**src/wds_pkg.sv**
```systemverilog
package wds_pkg;

    localparam int NUM_DISKS_DEF = 16;
    localparam int MAX_PICKS_DEF = 4;

    localparam int WEIGHT_W = 32;
    localparam int FREE_W   = 48;
    localparam int AMOUNT_W = 47;
    localparam int RAND_W   = 16;

    // Request codes.
    localparam logic [1:0] REQ_SET    = 2'd0;
    localparam logic [1:0] REQ_ALLOC  = 2'd1;
    localparam logic [1:0] REQ_FREE   = 2'd2;
    localparam logic [1:0] REQ_SELECT = 2'd3;

    // Result status codes.
    localparam logic [1:0] ST_PICKED     = 2'd0;
    localparam logic [1:0] ST_COUNT_ZERO = 2'd1;
    localparam logic [1:0] ST_TOO_FEW    = 2'd2;
    localparam logic [1:0] ST_UPDATED    = 2'd3;

    // One row of the disk table.
    typedef struct packed {
        logic [WEIGHT_W-1:0]      weight;
        logic signed [FREE_W-1:0] free_space;
        logic                     writable;
    } entry_t;

endpackage

```
**src/wds_table.sv**
```systemverilog
module wds_table
    import wds_pkg::*;
#(
    parameter int NUM_DISKS = NUM_DISKS_DEF
)
(
    input  logic                         clk,
    input  logic                         rst_n,
    input  logic                         wr_en,
    input  logic [$clog2(NUM_DISKS)-1:0] wr_addr,
    input  entry_t                       wr_data,
    input  logic                         rd_en,
    input  logic [$clog2(NUM_DISKS)-1:0] rd_addr,
    output entry_t                       rd_data
);

    entry_t                 mem [NUM_DISKS];
    logic [NUM_DISKS-1:0]   valid_reg;
    entry_t                 rd_row_reg;
    logic                   rd_vld_reg;

    // Table storage, one write and one registered read per cycle.
    always_ff @(posedge clk)
    begin
        if (wr_en)
        begin
            mem[wr_addr] <= wr_data;
        end
        if (rd_en)
        begin
            rd_row_reg <= mem[rd_addr];
        end
    end

    // Rows never written read as the reset value, zero.
    always_ff @(posedge clk or negedge rst_n)
    begin
        if (!rst_n)
        begin
            valid_reg  <= '0;
            rd_vld_reg <= 1'b0;
        end
        else
        begin
            if (wr_en)
            begin
                valid_reg[wr_addr] <= 1'b1;
            end
            if (rd_en)
            begin
                rd_vld_reg <= valid_reg[rd_addr];
            end
        end
    end

    assign rd_data = rd_vld_reg ? rd_row_reg : '0;

endmodule

```
**src/weighted_disk_selector.sv**
```systemverilog
// Channel  | Handshake            | Payload
// request  | req_valid/req_ready  | req_type, disk_index, weight_value, writable_flag,
//          |                      | amount, pick_count, exclude_mask, rand_0..rand_3
// result   | res_valid/res_ready  | picked_disk, status, last_result
//
// One item is handled at a time; the table sits in one memory with a registered read.
// A set writes the row when it is taken; allocate and free read the row, then adjust and write it back.
// Select scans the table once to find candidates and the total weight and then checks
// the count and the total; each pick then takes a multiply step and a scan that stops
// at the chosen disk; the results follow, one a cycle while the receiver takes them.
// The result register lets a new item be taken while a result still waits; reset
// leaves every disk at zero weight, zero space and not writable.
module weighted_disk_selector
    import wds_pkg::*;
#(
    parameter int NUM_DISKS = NUM_DISKS_DEF,
    parameter int MAX_PICKS = MAX_PICKS_DEF
)
(
    input  logic                clk,
    input  logic                rst_n,
    input  logic                req_valid,
    output logic                req_ready,
    input  logic [1:0]          req_type,
    input  logic [3:0]          disk_index,
    input  logic [WEIGHT_W-1:0] weight_value,
    input  logic                writable_flag,
    input  logic [AMOUNT_W-1:0] amount,
    input  logic [2:0]          pick_count,
    input  logic [15:0]         exclude_mask,
    input  logic [RAND_W-1:0]   rand_0,
    input  logic [RAND_W-1:0]   rand_1,
    input  logic [RAND_W-1:0]   rand_2,
    input  logic [RAND_W-1:0]   rand_3,
    output logic                res_valid,
    input  logic                res_ready,
    output logic [3:0]          picked_disk,
    output logic [1:0]          status,
    output logic                last_result
);

    localparam int IW = $clog2(NUM_DISKS);
    localparam int CW = IW + 1;
    localparam int TW = WEIGHT_W + IW;
    localparam int PW = (MAX_PICKS > 1) ? $clog2(MAX_PICKS) : 1;

    localparam logic [3:0] S_IDLE   = 4'd0;
    localparam logic [3:0] S_UPD_RD = 4'd1;
    localparam logic [3:0] S_UPD_WR = 4'd2;
    localparam logic [3:0] S_SCAN   = 4'd3;
    localparam logic [3:0] S_CHECK  = 4'd4;
    localparam logic [3:0] S_MUL    = 4'd5;
    localparam logic [3:0] S_ROUL   = 4'd6;
    localparam logic [3:0] S_EMIT   = 4'd7;
    localparam logic [3:0] S_RES    = 4'd8;

    logic [3:0]           state_reg, state_next;
    logic [1:0]           req_reg, req_next;
    logic [3:0]           idx_reg, idx_next;
    logic [AMOUNT_W-1:0]  amt_reg, amt_next;
    logic [2:0]           count_reg, count_next;
    logic [15:0]          excl_reg, excl_next;
    logic [RAND_W-1:0]    rnd_reg [4];
    logic [RAND_W-1:0]    rnd_next [4];
    logic [CW-1:0]        scan_reg, scan_next;
    logic                 pend_reg, pend_next;
    logic [IW-1:0]        pidx_reg, pidx_next;
    logic [NUM_DISKS-1:0] pool_reg, pool_next;
    logic [CW-1:0]        ncand_reg, ncand_next;
    logic [TW-1:0]        total_reg, total_next;
    logic [TW-1:0]        acc_reg, acc_next;
    logic [TW-1:0]        thr_reg, thr_next;
    logic [PW-1:0]        n_reg, n_next;
    logic [3:0]           picks_reg [MAX_PICKS];
    logic [3:0]           picks_next [MAX_PICKS];
    logic [1:0]           stat_reg, stat_next;
    logic                 res_valid_reg, res_valid_next;
    logic [3:0]           res_disk_reg, res_disk_next;
    logic [1:0]           res_status_reg, res_status_next;
    logic                 res_last_reg, res_last_next;

    logic                 tb_wr_en;
    logic [IW-1:0]        tb_wr_addr;
    entry_t               tb_wr_data;
    logic                 tb_rd_en;
    logic [IW-1:0]        tb_rd_addr;
    entry_t               tb_rd_data;

    wds_table #(
        .NUM_DISKS (NUM_DISKS)
    ) u_table (
        .clk     (clk),
        .rst_n   (rst_n),
        .wr_en   (tb_wr_en),
        .wr_addr (tb_wr_addr),
        .wr_data (tb_wr_data),
        .rd_en   (tb_rd_en),
        .rd_addr (tb_rd_addr),
        .rd_data (tb_rd_data)
    );

    logic                 in_acc;
    logic                 slot_free;
    logic                 in_range;
    logic [6:0]           pidx7;
    logic                 excluded;
    logic                 cand;
    logic                 issue;
    logic signed [FREE_W:0] upd_sum;
    logic signed [FREE_W-1:0] upd_free;
    logic [TW+RAND_W-1:0] product;
    logic [TW-1:0]        acc_sum;
    logic [TW-1:0]        total_left;

    assign req_ready   = (state_reg == S_IDLE);
    assign in_acc      = req_valid && req_ready;
    assign slot_free   = !res_valid_reg || res_ready;
    assign res_valid   = res_valid_reg;
    assign picked_disk = res_disk_reg;
    assign status      = res_status_reg;
    assign last_result = res_last_reg;

    // Index checks and candidate test on the row coming back from the table.
    always_comb
    begin
        in_range = (7'(idx_reg) < 7'(NUM_DISKS));
        pidx7    = 7'(pidx_reg);
        excluded = (pidx7 < 7'd16) && excl_reg[pidx7[3:0]];
        cand     = tb_rd_data.writable && !tb_rd_data.free_space[FREE_W-1]
                   && (tb_rd_data.free_space != '0) && !excluded;
        issue    = ((state_reg == S_SCAN) || (state_reg == S_ROUL))
                   && (scan_reg < CW'(NUM_DISKS));
        if (req_reg == REQ_ALLOC)
        begin
            upd_sum = {tb_rd_data.free_space[FREE_W-1], tb_rd_data.free_space}
                      - (FREE_W+1)'(amt_reg);
        end
        else
        begin
            upd_sum = {tb_rd_data.free_space[FREE_W-1], tb_rd_data.free_space}
                      + (FREE_W+1)'(amt_reg);
        end
        // Saturate to the signed range of the free-space count.
        if (upd_sum[FREE_W] != upd_sum[FREE_W-1])
        begin
            upd_free = upd_sum[FREE_W] ? {1'b1, {(FREE_W-1){1'b0}}}
                                       : {1'b0, {(FREE_W-1){1'b1}}};
        end
        else
        begin
            upd_free = upd_sum[FREE_W-1:0];
        end
        product    = total_reg * rnd_reg[2'(n_reg)];
        acc_sum    = acc_reg + TW'(tb_rd_data.weight);
        total_left = total_reg - TW'(tb_rd_data.weight);
    end

    // Sequencer: table access, scans and result ordering.
    always_comb
    begin
        state_next      = state_reg;
        req_next        = req_reg;
        idx_next        = idx_reg;
        amt_next        = amt_reg;
        count_next      = count_reg;
        excl_next       = excl_reg;
        rnd_next        = rnd_reg;
        scan_next       = scan_reg;
        pend_next       = issue;
        pidx_next       = scan_reg[IW-1:0];
        pool_next       = pool_reg;
        ncand_next      = ncand_reg;
        total_next      = total_reg;
        acc_next        = acc_reg;
        thr_next        = thr_reg;
        n_next          = n_reg;
        picks_next      = picks_reg;
        stat_next       = stat_reg;
        res_valid_next  = res_valid_reg && !res_ready;
        res_disk_next   = res_disk_reg;
        res_status_next = res_status_reg;
        res_last_next   = res_last_reg;

        tb_wr_en   = 1'b0;
        tb_wr_addr = IW'(idx_reg);
        tb_wr_data = '0;
        tb_rd_en   = issue;
        tb_rd_addr = scan_reg[IW-1:0];

        if (issue)
        begin
            scan_next = scan_reg + 1'b1;
        end

        unique case (state_reg)
            S_IDLE:
            begin
                if (in_acc)
                begin
                    req_next    = req_type;
                    idx_next    = disk_index;
                    amt_next    = amount;
                    count_next  = pick_count;
                    excl_next   = exclude_mask;
                    rnd_next[0] = rand_0;
                    rnd_next[1] = rand_1;
                    rnd_next[2] = rand_2;
                    rnd_next[3] = rand_3;
                    scan_next   = '0;
                    ncand_next  = '0;
                    total_next  = '0;
                    pool_next   = '0;
                    n_next      = '0;
                    if (req_type != REQ_SELECT)
                    begin
                        stat_next = ST_UPDATED;
                        if (7'(disk_index) >= 7'(NUM_DISKS))
                        begin
                            state_next = S_RES;
                        end
                        else if (req_type == REQ_SET)
                        begin
                            // A set loads the whole row straight away.
                            tb_wr_en   = 1'b1;
                            tb_wr_addr = IW'(disk_index);
                            tb_wr_data = '{weight: weight_value,
                                           free_space: FREE_W'(amount),
                                           writable: writable_flag};
                            state_next = S_RES;
                        end
                        else
                        begin
                            state_next = S_UPD_RD;
                        end
                    end
                    else if (pick_count == 3'd0)
                    begin
                        stat_next  = ST_COUNT_ZERO;
                        state_next = S_RES;
                    end
                    else if (7'(pick_count) > 7'(MAX_PICKS))
                    begin
                        stat_next  = ST_TOO_FEW;
                        state_next = S_RES;
                    end
                    else
                    begin
                        state_next = S_SCAN;
                    end
                end
            end

            S_UPD_RD:
            begin
                tb_rd_en   = 1'b1;
                tb_rd_addr = IW'(idx_reg);
                state_next = S_UPD_WR;
            end

            S_UPD_WR:
            begin
                // Write back the adjusted free-space count.
                tb_wr_en   = in_range;
                tb_wr_data = '{weight: tb_rd_data.weight, free_space: upd_free,
                               writable: tb_rd_data.writable};
                state_next = S_RES;
            end

            S_SCAN:
            begin
                if (pend_reg)
                begin
                    pool_next[pidx_reg] = cand;
                    if (cand)
                    begin
                        ncand_next = ncand_reg + 1'b1;
                        total_next = total_reg + TW'(tb_rd_data.weight);
                    end
                    if (pidx_reg == IW'(NUM_DISKS - 1))
                    begin
                        state_next = S_CHECK;
                    end
                end
            end

            S_CHECK:
            begin
                if ((7'(ncand_reg) < 7'(count_reg)) || (total_reg == '0))
                begin
                    stat_next  = ST_TOO_FEW;
                    state_next = S_RES;
                end
                else
                begin
                    state_next = S_MUL;
                end
            end

            S_MUL:
            begin
                thr_next   = product[TW+RAND_W-1:RAND_W];
                acc_next   = '0;
                scan_next  = '0;
                state_next = S_ROUL;
            end

            S_ROUL:
            begin
                // Running sum over the pool; stop at the first disk reaching r.
                if (pend_reg && pool_reg[pidx_reg])
                begin
                    acc_next = acc_sum;
                    if (acc_sum >= thr_reg)
                    begin
                        picks_next[n_reg]   = 4'(pidx_reg);
                        pool_next[pidx_reg] = 1'b0;
                        total_next          = total_left;
                        if (3'(n_reg) + 3'd1 == count_reg)
                        begin
                            n_next     = '0;
                            state_next = S_EMIT;
                        end
                        else if (total_left == '0)
                        begin
                            stat_next  = ST_TOO_FEW;
                            state_next = S_RES;
                        end
                        else
                        begin
                            n_next     = n_reg + 1'b1;
                            state_next = S_MUL;
                        end
                    end
                end
            end

            S_EMIT:
            begin
                if (slot_free)
                begin
                    res_valid_next  = 1'b1;
                    res_disk_next   = picks_reg[n_reg];
                    res_status_next = ST_PICKED;
                    res_last_next   = (3'(n_reg) + 3'd1 == count_reg);
                    if (3'(n_reg) + 3'd1 == count_reg)
                    begin
                        state_next = S_IDLE;
                    end
                    else
                    begin
                        n_next = n_reg + 1'b1;
                    end
                end
            end

            S_RES:
            begin
                if (slot_free)
                begin
                    res_valid_next  = 1'b1;
                    res_disk_next   = 4'd0;
                    res_status_next = stat_reg;
                    res_last_next   = 1'b1;
                    state_next      = S_IDLE;
                end
            end

            default:
            begin
                state_next = S_IDLE;
            end
        endcase
    end

    // Control state.
    always_ff @(posedge clk or negedge rst_n)
    begin
        if (!rst_n)
        begin
            state_reg     <= S_IDLE;
            pend_reg      <= 1'b0;
            res_valid_reg <= 1'b0;
        end
        else
        begin
            state_reg     <= state_next;
            pend_reg      <= pend_next;
            res_valid_reg <= res_valid_next;
        end
    end

    // Working registers of the current item.
    always_ff @(posedge clk)
    begin
        req_reg        <= req_next;
        idx_reg        <= idx_next;
        amt_reg        <= amt_next;
        count_reg      <= count_next;
        excl_reg       <= excl_next;
        rnd_reg        <= rnd_next;
        scan_reg       <= scan_next;
        pidx_reg       <= pidx_next;
        pool_reg       <= pool_next;
        ncand_reg      <= ncand_next;
        total_reg      <= total_next;
        acc_reg        <= acc_next;
        thr_reg        <= thr_next;
        n_reg          <= n_next;
        picks_reg      <= picks_next;
        stat_reg       <= stat_next;
        res_disk_reg   <= res_disk_next;
        res_status_reg <= res_status_next;
        res_last_reg   <= res_last_next;
    end

endmodule

```
**config.mk**
```make
export PLATFORM = sky130hd
export DESIGN_NAME = weighted_disk_selector
export DESIGN_NICKNAME = d
export VERILOG_FILES = /design/src/wds_pkg.sv /design/src/wds_table.sv /design/src/weighted_disk_selector.sv
export SDC_FILE = /design/constraint.sdc
export NUM_CORES = 2
export LEC_CHECK = 0
export CORE_MARGIN = 3
export CORE_UTILIZATION = 25
export CTS_CLUSTER_SIZE = 20
export DETAILED_ROUTE_END_ITERATION = 16
export DONT_BUFFER_PORTS = 1
export SETUP_SLACK_MARGIN = 0.1
export SYNTH_ARGS = -nofsm -noshare
export SYNTH_HDL_FRONTEND = slang
export SYNTH_SLANG_ARGS = --single-unit
```
**constraint.sdc**
```tcl
create_clock -name clk -period 18 [get_ports clk]
set_input_delay 0.9 -clock clk [delete_from_list [all_inputs] [get_ports clk]]
set_output_delay 0.9 -clock clk [all_outputs]
set_load 0.005 [all_outputs]
```
# Word-level counts from Yosys, hierarchy flattened
# Memory sizes are Yosys's and may differ from the RTL's. A register that Yosys moved wholly into a read port is not among the register bits.
# Index checks and enable logic that the tools add are counted.
[op_classes]
muxes = 104
n_addsub = 9
reduce_logical = 40
magnitude_cmp = 11
mul = 1
n_eq_ne = 28
bitwise_logic = 4
[ops]
columns = ["cell", "n"]
rows = [
  ["81-bit 2-to-1 mux", 4],
  ["36-bit 2-to-1 mux", 6],
  ["81-bit case mux with 2 select lines", 1],
  ["36-bit case mux with 3 select lines", 1],
  ["16-bit 2-to-1 mux", 6],
  ["4-bit 2-to-1 mux", 24],
  ["48-bit 2-to-1 mux", 2],
  ["36-bit by 32-bit adder with 36-bit output", 2],
  ["36-bit zero test", 2],
  ["36-bit case mux with 2 select lines", 1],
  ["36-bit by 16-bit multiplier with 52-bit output", 1],
  ["48-bit by 48-bit adder with 49-bit output", 1],
  ["49-bit 2-to-1 mux", 1],
  ["48-bit by 48-bit subtractor with 49-bit output", 1],
  ["16-bit case mux with 3 select lines", 1],
  ["48-bit nonzero test", 1],
  ["36-bit greater-or-equal comparator", 1],
  ["2-bit 2-to-1 mux", 18],
  ["4-bit case mux with 9 select lines", 1],
  ["36-bit by 32-bit subtractor with 36-bit output", 1],
  ["16-bit binary-select mux with 2-bit select", 1],
  ["16-bit bitwise mux", 2],
  ["5-bit 2-to-1 mux", 5],
  ["5-bit case mux with 2 select lines", 2],
  ["other kinds (50)", 111],
]
[word_totals]
ramBits = 1296
memories = 1
ff_bits = 324
output_inout_bits = 9
input_bits = 173
[memory_table]
columns = ["memory", "words", "width", "read_ports", "rd_clocked_by_memory_dff", "write_ports", "line", "text"]
rows = [
  ["u_table.mem", 16, 81, 1, 1, 1, "wds_table.sv:17", "entry_t mem [NUM_DISKS];"],
]

# Longest topological paths before layout
[logic_depth]
ltp_word = 10
depth_mapped = 29
ltp_nobuf = 28

# By module
# From an unflattened synthesis, not the netlist that was laid out.
[hier_totals]
cells_unflattened = 6334
hier_area_um2 = 92388.6
[by_module_without_submodules]
columns = ["module", "seq_area_each_um2", "cells_each", "area_per_inst_um2", "n_inst"]
rows = [
  ["wds_table", 41775.1, 2026, 52333.9, 1],
  ["weighted_disk_selector", 9098.7, 4308, 40054.7, 1],
]

# Worst setup path before layout
# No wires, ideal clock.
[synth_path]
path_kind = "register to register"
start = "register n_reg[0]"
end = "register thr_reg[25], data pin"
required_ps = 17734
period_less_slack_ps = 8120
path_stages_with_launch = 28
setup_ps = 266
path_slack_ps = 9880
n_path_buf = 3
arrival_time_ps = 7854
path_cell_list = "edfxtp_1 > buf_2 > buf_1 > mux4_2 > clkbuf_1 > and2_1 > fa_1 > inv_1 > fa_1 > fa_1 > fa_1 > inv_1 > fa_1 > inv_1 > fa_1 > inv_1 > ha_1 > nand4_1 > nor4_1 > nand3_1 > a31oi_1 > a22oi_1 > o311ai_1 > a311oi_1 > o31ai_1 > a21oi_1 > o221ai_1 > xor2_1"
[synth_via]
elab_chain_len = 5
[synth_lines]
columns = ["element", "line", "text"]
rows = [
  ["start, declared", "weighted_disk_selector.sv:73", "logic [PW-1:0] n_reg, n_next;"],
  ["start signal, assigned", "weighted_disk_selector.sv:408", "n_reg <= n_next;"],
  ["2-bit NOT with 3-bit output (implied by the code)", "weighted_disk_selector.sv:153", "product = total_reg * rnd_reg[2'(n_reg)];"],
  ["16-bit binary-select mux with 2-bit select", "weighted_disk_selector.sv:153", ""],
  ["16-bit 2-to-1 mux (implied by the code) (2 in a row)", "weighted_disk_selector.sv:153", ""],
  ["36-bit by 16-bit multiplier with 52-bit output", "weighted_disk_selector.sv:153", ""],
  ["via product[41]", "weighted_disk_selector.sv:111", "logic [TW+RAND_W-1:0] product;"],
  ["end signal, assigned", "weighted_disk_selector.sv:407", "thr_reg <= thr_next;"],
  ["end, declared", "weighted_disk_selector.sv:72", "logic [TW-1:0] thr_reg, thr_next;"],
]
# The timed path passes the listed nets, and every way through them passes these cells. The select of a mux whose other input is x is not followed.
# A chain may end at the register's enable or synchronous reset.

# Worst setup path in the final report
# Ends and elaborated chain as after synthesis.

==> impl_results.md <==
* DRC Markers at 0
* WL met3 at 18.3 mm
* Mapped Nets at 7,740
* Post-synth ARST share at 1.35%
* Post-CTS sizing at 0
* WL final at between 200 and 300 mm
* Crit. Startpoint: n_reg[0]$_SDFFCE_PN0P_
* Fin. max-slew vios at 0
* Die area at 0.379 mm²
* Share of the synthesized area in the top cell type at 54.0%
* DR vias at around 57,000
* Overall Global Routing Usage at a little over an eighth
* Max reg flops at 1,296
* Mapped Cells at 6,777
* Critical path peak fanout at 36
* Max Used Layer: met5
* Syn Std Cell Area at a little over 0.09 mm²
* Kind of critical path: reg -> reg
* Largest area contributor in the netlist: edfxtp_1
* Nature of the critical path endpoint: register
* Seq/Total Area, Yosys at 54.8%
* Worst Clk Skew at 0.0992 ns
* Fmax at 108 MHz
* Post-DRT Antenna Nets at 0
* Worst R2R End: thr_reg[25]$_DFFE_PP_
* Setup bufs post-CTS at 0
* RSZ-0062 raised after global routing: false
* Initial Utilization at 25.1%
* Die H at 615 µm
* Global-route wire length before repair at 390 mm
* Clk Latency, worst-skew pair at ~0.86 ns
* Worst endpoint data arrival time at between 9 and 10 ns
* Status: finished, final reports clean
* CTS tree: done
* Core Footprint at 0.369 mm²
* Relative slew margins at 14.4%
* Reg2Reg Depth at 25
* Wl on met1 at 109 mm
* Final Wtd Congestion at 0.878
* Total gr overflow at 0
* I/O Pins at 182
* Ys Warns at 0
* Routed vias/inst at 4.78
* Worst reg-to-reg setup slack at 8.71 ns
* Crit share post-route at 51.6%
* PortBufs at 0
* HP Start: amount[43]
* Starting DRC count in detailed routing at 5,245
* DR WL met2 at 127 mm
* Final hold vios at 0
* # nets final at 7,735
* CTS H-Tree Depth at 4
* Initial antenna violation count at 40
* MaxCap Viol Count at 0
* Yosys cell types at 82
* TritonCTS Buffers at roughly 180
* Final Core Density at between 20% and 30%
* Synth-to-Final Area Change at 13.1%
* Clk buf depth at 4
* Min Clock Period, post-route at 9.29 ns
* Setup TNS at 0 ns
* Required @ worst endpoint at about 19 ns
* Min-Delay Path Depth at 0
* Clk sinks at 1,701
* Hold Crit Class: in -> reg
* Syn Area/Cell at ~14 µm²
* 1st-pass router iterations at 5
* Worst-path clk slew at 0.08 ns
* Slew @ Worst Pin at about 1.3 ns
* DP HPWL at between 150 and 200 mm
* Fin Hold WS at 0.130 ns
* Post-DR wirelength/cell at roughly 22 µm
* Hold path endpoint: amt_reg[43]$_DFFE_PP_
* Clock Tree Root: clkbuf_16
* Setup violators final at 0
* FP Rows at 223
* Reg-to-Reg Start: n_reg[0]$_SDFFCE_PN0P_
* Vias in the first global route at 59,300
* Top_reg_cell synth: edfxtp_1
* Die width at 615 µm
* Worst Setup Start Kind: register
* Post-synth EDFFs at around 1,700
* Post-synthesis register bit count at 1,701
* Largest net degree at the start of global routing at around 130
* Share of cells above drive strength 1 at 12.2%
* Synth top area cells: edfxtp_1, fa_1, mux4_2, ha_1, nand2_1
-- layout by cell type (no fill, tap or decap), types with 18 or more instances in the layout --
cell          n
edfxtp_1   1669
nand2_1     745
inv_1       647
fa_1        477
and2_1      416
mux4_2      358
ha_1        313
a21oi_1     237
nor2_1      216
clkbuf_16   178
o21ai_0     151
buf_4       136
a21o_1      125
a31oi_1     121
xnor2_1     121
a211oi_1     99
xor2_1       65
nand3_1      47
nor3_1       43
nand4_1      40
clkbuf_1     40
o21ai_1      37
nor4_1       36
o21bai_1     33
nor2b_1      32
and3_1       31
clkinv_2     30
nand2b_1     26
or2_2        25
a221oi_1     23
dfrtp_1      22
o31ai_1      19
bufinv_16    19
nor2_4       18
o21a_1       18
clkinv_1     18
-- critical path, stage by stage (launching register included) --
cell and delay [ns]:
edfxtp_1 0.32, buf_4 0.46, mux4_2 0.98, and2_1 0.36, fa_1 0.49, inv_1 0.06, fa_1 0.53, inv_1 0.05
fa_1 0.50, fa_1 0.43, fa_1 0.50, inv_1 0.05, fa_1 0.48, inv_1 0.04, ha_1 0.29, nand4_1 0.13
nor4_1 0.29, nand3_1 0.14, a31oi_1 0.49, a22oi_1 0.35, o311ai_1 0.63, a311oi_1 0.27, o31ai_1 0.58, a21oi_1 0.21
o221ai_1 0.24, xor2_1 0.10
-- final cells by class --
class | instances | area, µm²
Multi-Input combinational cell | 4098 | 38500
Fill cell | 37300 | 264000
Clock inverter | 88 | 1020
Sequential cell | 1701 | 50900
Clock buffer | 221 | 4650
Inverter | 648 | 2440
Antenna cell | 17 | 42.5
Timing Repair Buffer | 147 | 1230
Tap cell | 4950 | 6190
-- cell usage after synthesis (125+ instances only) --
cell type / count
nand2_1: 746
o21ai_0: 179
fa_1: 477
ha_1: 313
clkbuf_1: 262
edfxtp_1: 1669
inv_1: 648
and2_1: 416
a21o_1: 125
nor2_1: 234
mux4_2: 358
a21oi_1: 237
-- per-stage QoR --
| stage | worst slack [ns] | instances | area (µm²) |
|---|---|---|---|
| floorplan | 9.88 | 6777 | 92900 |
| global placement | 8.71 | 11500 | 99200 |
| detailed placement | 8.68 | 11500 | 99200 |
| CTS | 8.61 | 11900 | 105000 |
| global route | 8.18 | 11900 | 105000 |
| finish | 8.71 | 11900 | 105000 |
-- metal layers --
| layer | GRT usage (%) | vias to the layer above |
|---|---|---|
| met5 | 0 | - |
| met2 | 22.7 | 1975 |
| li1 | - | 24600 |
| met1 | 17.6 | 29800 |
| met3 | 2.65 | 403 |
| met4 | 3.84 | 6 |
-- timing repair --
item,in CTS,in global routing
hold endpoints to repair,23,0
endpoints found under the setup margin,0,0
hold buffers,2,0
-- worst max-delay path by stage --
stage | end | slack (ns) | depth (start not counted)
floorplan | thr_reg[25]$_DFFE_PP_ | 9.88 | 27
global placement | thr_reg[25]$_DFFE_PP_ | 8.71 | 25
detailed placement | thr_reg[25]$_DFFE_PP_ | 8.68 | 25
CTS | thr_reg[25]$_DFFE_PP_ | 8.61 | 25
global route | thr_reg[25]$_DFFE_PP_ | 8.18 | 25
finish | thr_reg[25]$_DFFE_PP_ | 8.71 | 25
-- logic make-up (layout without fill, tap and decap cells) --
logic type / Yosys count / in the layout / share of synthesized area (%)
XOR/XNOR: 186 / 186 / 1.75
buffers and inverters: 978 / 1104 / 3.99
multiplexers: 370 / 370 / 8.82
adder cells (fa/ha/maj): 790 / 790 / 14.5
AO/OA/AOI/OAI: 1028 / 1028 / 7.23
other: 0 / 17 / 0
AND/OR/NAND/NOR: 1724 / 1724 / 8.92
flip-flops: 1701 / 1701 / 54.8
Power is not shown: default switching activity piles up to over one toggle a cycle in this logic, so the estimate is an artifact.
